**config.mk**
```make
export PLATFORM = sky130hd
export DESIGN_NAME = rpn_control
export DESIGN_NICKNAME = d
export VERILOG_FILES = /design/src/hw/rtl/rpn_pkg.sv /design/src/hw/rtl/rpn_control.sv
export SDC_FILE = /design/constraint.sdc
export NUM_CORES = 1
export LEC_CHECK = 0
export BUFFER_PORTS_ARGS = -buffer_cell sky130_fd_sc_hd__buf_2
export CORE_AREA = 2 2 39 41
export DETAILED_ROUTE_END_ITERATION = 8
export DIE_AREA = 0 0 41 43
export PLACE_DENSITY = 0.64
export SLEW_MARGIN = 40
export SYNTH_ARGS = -nofsm -noshare
export SYNTH_HDL_FRONTEND = slang
export SYNTH_SLANG_ARGS = --single-unit
export TNS_END_PERCENT = 1
```
**constraint.sdc**
```tcl
create_clock -name clock -period 0.9 [get_ports clock]
set_input_delay 0.09 -clock clock [delete_from_list [all_inputs] [get_ports clock]]
set_output_delay 0.09 -clock clock [all_outputs]
set_load 0.01 [all_outputs]
```
**src/hw/rtl/rpn_pkg.sv**
```systemverilog
// Shared types and constants for the postfix evaluator.
`default_nettype none
package rpn_pkg;
   localparam int StackDepth = 64;
   localparam int VarCount = 16;
   localparam int SpWidth = 7;
   localparam int SaWidth = 6;
   localparam int VaWidth = 4;

   localparam logic [1:0] CMD_PUSH_CONST = 2'd0;
   localparam logic [1:0] CMD_PUSH_VAR = 2'd1;
   localparam logic [1:0] CMD_APPLY = 2'd2;
   localparam logic [1:0] CMD_LOAD = 2'd3;

   localparam logic [1:0] OP_ADD = 2'd0;
   localparam logic [1:0] OP_SUB = 2'd1;
   localparam logic [1:0] OP_MUL = 2'd2;
   localparam logic [1:0] OP_DIV = 2'd3;

   localparam logic [2:0] ERR_NONE = 3'd0;
   localparam logic [2:0] ERR_ADD = 3'd1;
   localparam logic [2:0] ERR_SUB = 3'd2;
   localparam logic [2:0] ERR_MUL = 3'd3;
   localparam logic [2:0] ERR_DIVZERO = 3'd4;
   localparam logic [2:0] ERR_DIVOVF = 3'd5;
   localparam logic [2:0] ERR_UNDER = 3'd6;
   localparam logic [2:0] ERR_OVER = 3'd7;

   // controller -> datapath
   typedef struct packed {
      logic capture;      // latch the incoming beat
      logic rd_lhs;       // issue stack read of second entry
      logic rd_rhs;       // issue stack read of top entry
      logic take_lhs;     // stack read data is lhs
      logic take_rhs;     // stack read data is rhs
      logic exec;         // start the operation
      logic commit;       // write back and update pointer/error
      logic rd_top;       // read top for the response
      logic rsp_load;     // build response
   } rpn_cmd_type;

   // datapath -> controller
   typedef struct packed {
      logic needs_ops;
      logic op_done;
      logic needs_top;
   } rpn_sts_type;
endpackage
`default_nettype wire

```
**src/hw/rtl/rpn_control.sv**
```systemverilog
// Token sequencer for the evaluator.
`default_nettype none
module rpn_control
   import rpn_pkg::*;
(
   input  wire logic        clock,
   input  wire logic        reset,
   input  wire logic        req_tvalid,
   output      logic        req_tready,
   output      logic        rsp_tvalid,
   input  wire logic        rsp_tready,
   input  wire rpn_sts_type sts,
   output      rpn_cmd_type cmd
);
   typedef enum logic [3:0] {
      S_IDLE, S_DECODE, S_RD_LHS, S_RD_RHS, S_EXEC, S_WAIT,
      S_COMMIT, S_RD_TOP, S_RSP, S_HOLD
   } state_type;
   state_type state_ff, state_in;
   logic vld_ff, vld_in;

   always_comb begin
      state_in = state_ff;
      vld_in = vld_ff;
      cmd = '0;
      if (vld_ff && rsp_tready) vld_in = 1'b0;
      req_tready = (state_ff == S_IDLE);
      case (state_ff)
         S_IDLE: if (req_tvalid) begin
            cmd.capture = 1'b1;
            state_in = S_DECODE;
         end
         S_DECODE: state_in = sts.needs_ops ? S_RD_LHS : S_COMMIT;
         S_RD_LHS: begin
            cmd.rd_lhs = 1'b1;
            state_in = S_RD_RHS;
         end
         S_RD_RHS: begin
            cmd.rd_rhs = 1'b1;
            cmd.take_lhs = 1'b1;
            state_in = S_EXEC;
         end
         S_EXEC: begin
            cmd.take_rhs = 1'b1;
            state_in = S_WAIT;
         end
         S_WAIT: begin
            cmd.exec = 1'b1;
            state_in = S_HOLD;
         end
         S_HOLD: if (sts.op_done) state_in = S_COMMIT;
         S_COMMIT: begin
            cmd.commit = 1'b1;
            state_in = S_RD_TOP;
         end
         S_RD_TOP: begin
            cmd.rd_top = 1'b1;
            state_in = S_RSP;
         end
         S_RSP: begin
            // keep the top read alive while the output register is held
            cmd.rd_top = 1'b1;
            if (!vld_ff || rsp_tready) begin
               cmd.rsp_load = sts.needs_top;
               vld_in = 1'b1;
               state_in = S_IDLE;
            end
         end
         default: state_in = S_IDLE;
      endcase
   end

   always_ff @(posedge clock) begin
      if (reset) begin
         state_ff <= S_IDLE;
         vld_ff <= 1'b0;
      end else begin
         state_ff <= state_in;
         vld_ff <= vld_in;
      end
   end

   assign rsp_tvalid = vld_ff;
endmodule
`default_nettype wire

```
==> summary.json <==
{
  "ctsLongestPathBuffers": {"value": 2},
  "std_cell_rows": {"value": 14},
  "grt.overflow.total": {"value": 0},
  "timing.rr.end": {"value": "state_ff[2]"},
  "synthesis.yosys.warnings": {"value": 0},
  "cts_root_buf": {"value": "clkbuf_4"},
  "globalRouteMet1Util": {"value": 0.133},
  "critPathMaxStageDelay": {"value": 0.35, "unit": "ns"},
  "drt_first_pass_iters": {"value": 2},
  "initial_utilization": {"value": 0.278},
  "synth-seq-cells": {"value": 5},
  "postRouteAntennaNets": {"value": 0},
  "detailroute.via_count": {"value": 420},
  "clock_sinks": {"value": 5},
  "relSlewSlack": {"value": 0.834},
  "fin_crit_sh": {"value": 1.45},
  "drv.max_cap_violation_count": {"value": 0},
  "critical_path.cell_chain": {"value": "buf_4 -> nand3b_1 -> o21ai_2 -> buf_2"},
  "layout_min_cycle_time": {"value": 1.31, "unit": "ns"},
  "avgViaCountPerCell": {"value": 4.52},
  "drive_above_1_share": {"value": 0.584},
  "worstSetupStartpoint": {"value": "state_ff[3]"},
  "hpwlAfterDp": {"value": 750, "unit": "microns"},
  "synth_cells": {"value": 50},
  "max_freq": {"value": 0.764, "unit": "GHz"},
  "globalRoute.busiestLayer": {"value": "met2"},
  "static-leakage-power": {"value": 0.295, "unit": "nW"},
  "grt_start_max_net_pins": {"value": 10},
  "area_growth": {"value": 60.3, "unit": "%"},
  "setup_violations": {"value": 15},
  "fill_cells": {"value": 144},
  "antenna_found_initial": {"value": 0},
  "worstHoldPathType": {"value": "input port to flop"},
  "post_synth_num_cell_types": {"value": 23},
  "tightestPinTransition": {"value": 0.247, "unit": "ns"},
  "grt_setup_unrepaired": {"value": "yes"},
  "worstRegToRegCells": {"value": 4},
  "detailedRoute.firstIterationViolations": {"value": 1},
  "fin_ws": {"value": -0.409, "unit": "ns"},
  "clk_pin_slew": {"value": 0.04, "unit": "ns"},
  "drt-wirelength-per-cell": {"value": 10.8, "unit": "microns"},
  "hold_buffers": {"value": 0},
  "tritoncts": {"value": "yes"},
  "type_of_the_worst_setup_path": {"value": "flop to primary output"},
  "timing.hold.worst.start": {"value": "reset"},
  "commonest_non_fill_non_tap_cell_in_the_layout": {"value": "buf_2"},
  "die-area": {"value": 1760, "unit": "sq um"},
  "core": {"value": 1380, "unit": "sq um"},
  "top_level_ports": {"value": 18},
  "run_status": {"value": "complete, but fails checks"},
  "data_required_time_at_the_worst_endpoint": {"value": 0.81, "unit": "ns"},
  "grt_pass1_wl": {"value": 1.49, "unit": "mm"},
  "syn-num-nets": {"value": 57},
  "timing.setup.tns": {"value": -4.11, "unit": "ns"},
  "cp-endpoint": {"value": "cmd[1]"},
  "worstSkewPairLatency": {"value": 0.23, "unit": "ns"},
  "portBuffers": {"value": 17},
  "die_height": {"value": 43, "unit": "microns"},
  "tritoncts.num_buffers": {"value": 3},
  "critical_path.startpoint_type": {"value": "flop"},
  "syn_avg_cell_area": {"value": 7.68, "unit": "sq um"},
  "globalRouteMet2Util": {"value": 0.209},
  "syn-cell-area": {"value": 384, "unit": "sq um"},
  "worstHoldPathCells": {"value": 2},
  "die_width": {"value": 41, "unit": "microns"},
  "most-common-layout-cells": {"value": "buf_2, buf_4, nor2_1"},
  "globalRouteMet3Util": {"value": 0.0157},
  "cts_max_level": {"value": 1},
  "antenna_cells_inserted": {"value": 0},
  "hold_viol": {"value": 0},
  "failing_checks": {"value": "setup timing"},
  "r2r_slack": {"value": -0.22, "unit": "ns"},
  "slowest_stage": {"value": "dfxtp_2"},
  "num-nets-final": {"value": 85},
  "vdd_ir_drop_max": {"value": 0.638, "unit": "mV"},
  "worst_hold_slack": {"value": 0.0469, "unit": "ns"},
  "detail_route.drc_violations": {"value": 0},
  "cp-end-kind": {"value": "primary output"},
  "multi_input_area": {"value": 264, "unit": "sq um"},
  "worst_clock_skew": {"value": 0.00108, "unit": "ns"},
  "grt_pass1_vias": {"value": 383},
  "rr_startpoint": {"value": "state_ff[2]"},
  "groute.usage.overall": {"value": 0.124},
  "final-max-slew-violation-count": {"value": 0},
  "power.density": {"value": 1330, "unit": "nW/um^2"},
  "layout.area.seq": {"value": 113, "unit": "sq um"},
  "worst_ep_arrival_time": {"value": 1.22, "unit": "ns"},
  "synth-seq-area-share": {"value": 0.261},
  "routed_wirelength": {"value": 1.00, "unit": "mm"},
  "cp_max_fo": {"value": 6},
  "place.gp.congestion": {"value": 0.707}
}
cells by family after synthesis:
family                 after synthesis  synth area share
AOI/OAI and AO/OA                   11             0.179
buffers and inverters                9             0.147
DFF                                  5             0.261
and+or+nand+nor                     25             0.414
worst min-delay path by stage:
stage	end	slack [ns]
after floorplan	rsp_tvalid	0.16
after global placement	rsp_tvalid	0.29
after detailed placement	rsp_tvalid	0.29
after CTS	rsp_tvalid	0.04
after global routing	rsp_tvalid	0.04
final	rsp_tvalid	0.05
cell usage after synthesis:
cell type / instances / area, sq um
inv_1: 5 / 18.8
a21o_4: 1 / 15.0
o21ai_0: 1 / 5.00
nor3_1: 3 / 15.0
dfxtp_1: 5 / 100
buf_6: 2 / 22.5
nor2b_1: 1 / 6.26
a21oi_1: 4 / 20.0
o21ai_1: 2 / 10.0
nand2_1: 2 / 7.51
and2_2: 1 / 7.51
nand3b_1: 1 / 7.51
nand2b_4: 1 / 13.8
nor4_4: 1 / 21.3
nor3_2: 1 / 10.0
nand2b_1: 3 / 18.8
nand2b_2: 1 / 8.76
buf_4: 2 / 15.0
nand4_1: 1 / 6.26
nor2_1: 8 / 30.0
o22ai_1: 1 / 6.26
a31oi_1: 2 / 12.5
and3_1: 1 / 6.26
layout make-up:
type                    instances  area share
well taps                      16      0.0325
clock buffers                   4      0.0427
flip-flops and latches          5       0.183
multi-input cells              36       0.429
repair buffers                 27       0.283
inverters                       5      0.0305
metrics by stage:
step | util | setup slack [ns] | std cells | area, sq um | power, mW
after floorplan | - | -0.121 | 50 | 402 | 0.443
after global placement | 0.394 | -0.177 | 88 | 546 | 0.539
after detailed placement | 0.394 | -0.210 | 88 | 546 | 0.544
after CTS | 0.420 | -0.421 | 92 | 581 | 0.801
after global routing | 0.445 | -0.478 | 93 | 616 | 0.880
final | 0.445 | -0.409 | 93 | 616 | 0.821
power by group:
part           switching, mW  total, mW  internal (mW)
sequential            0.0359      0.276          0.241
combinational          0.136      0.300          0.164
clock                 0.0782      0.245          0.167
metal layers:
metal / part of all wire / vias up
li1: - / 223
met1: 0.41 / 190
met2: 0.56 / 7
met3: 0.026 / 0
met4: 0 / 0
met5: 0 / -
worst max-delay path: cells and delay by family, from the launching register on:
family | cells | cell delay, ns
buffers and inverters | 2 | 0.30
DFF | 1 | 0.35
AOI/OAI and AO/OA | 1 | 0.14
and+or+nand+nor | 1 | 0.20
sequential cells by signal, summed over array words and instances (netlist names):
register and cells:
rsp_tvalid 1, state_ff 4
timing repair:
item	4_1_cts	5_1_grt
pin swaps	5	3
setup endpoints to repair	15	15
gates resized for setup	8	6
buffers inserted	1	1
Note: power is estimated with default switching activity, not from simulation.
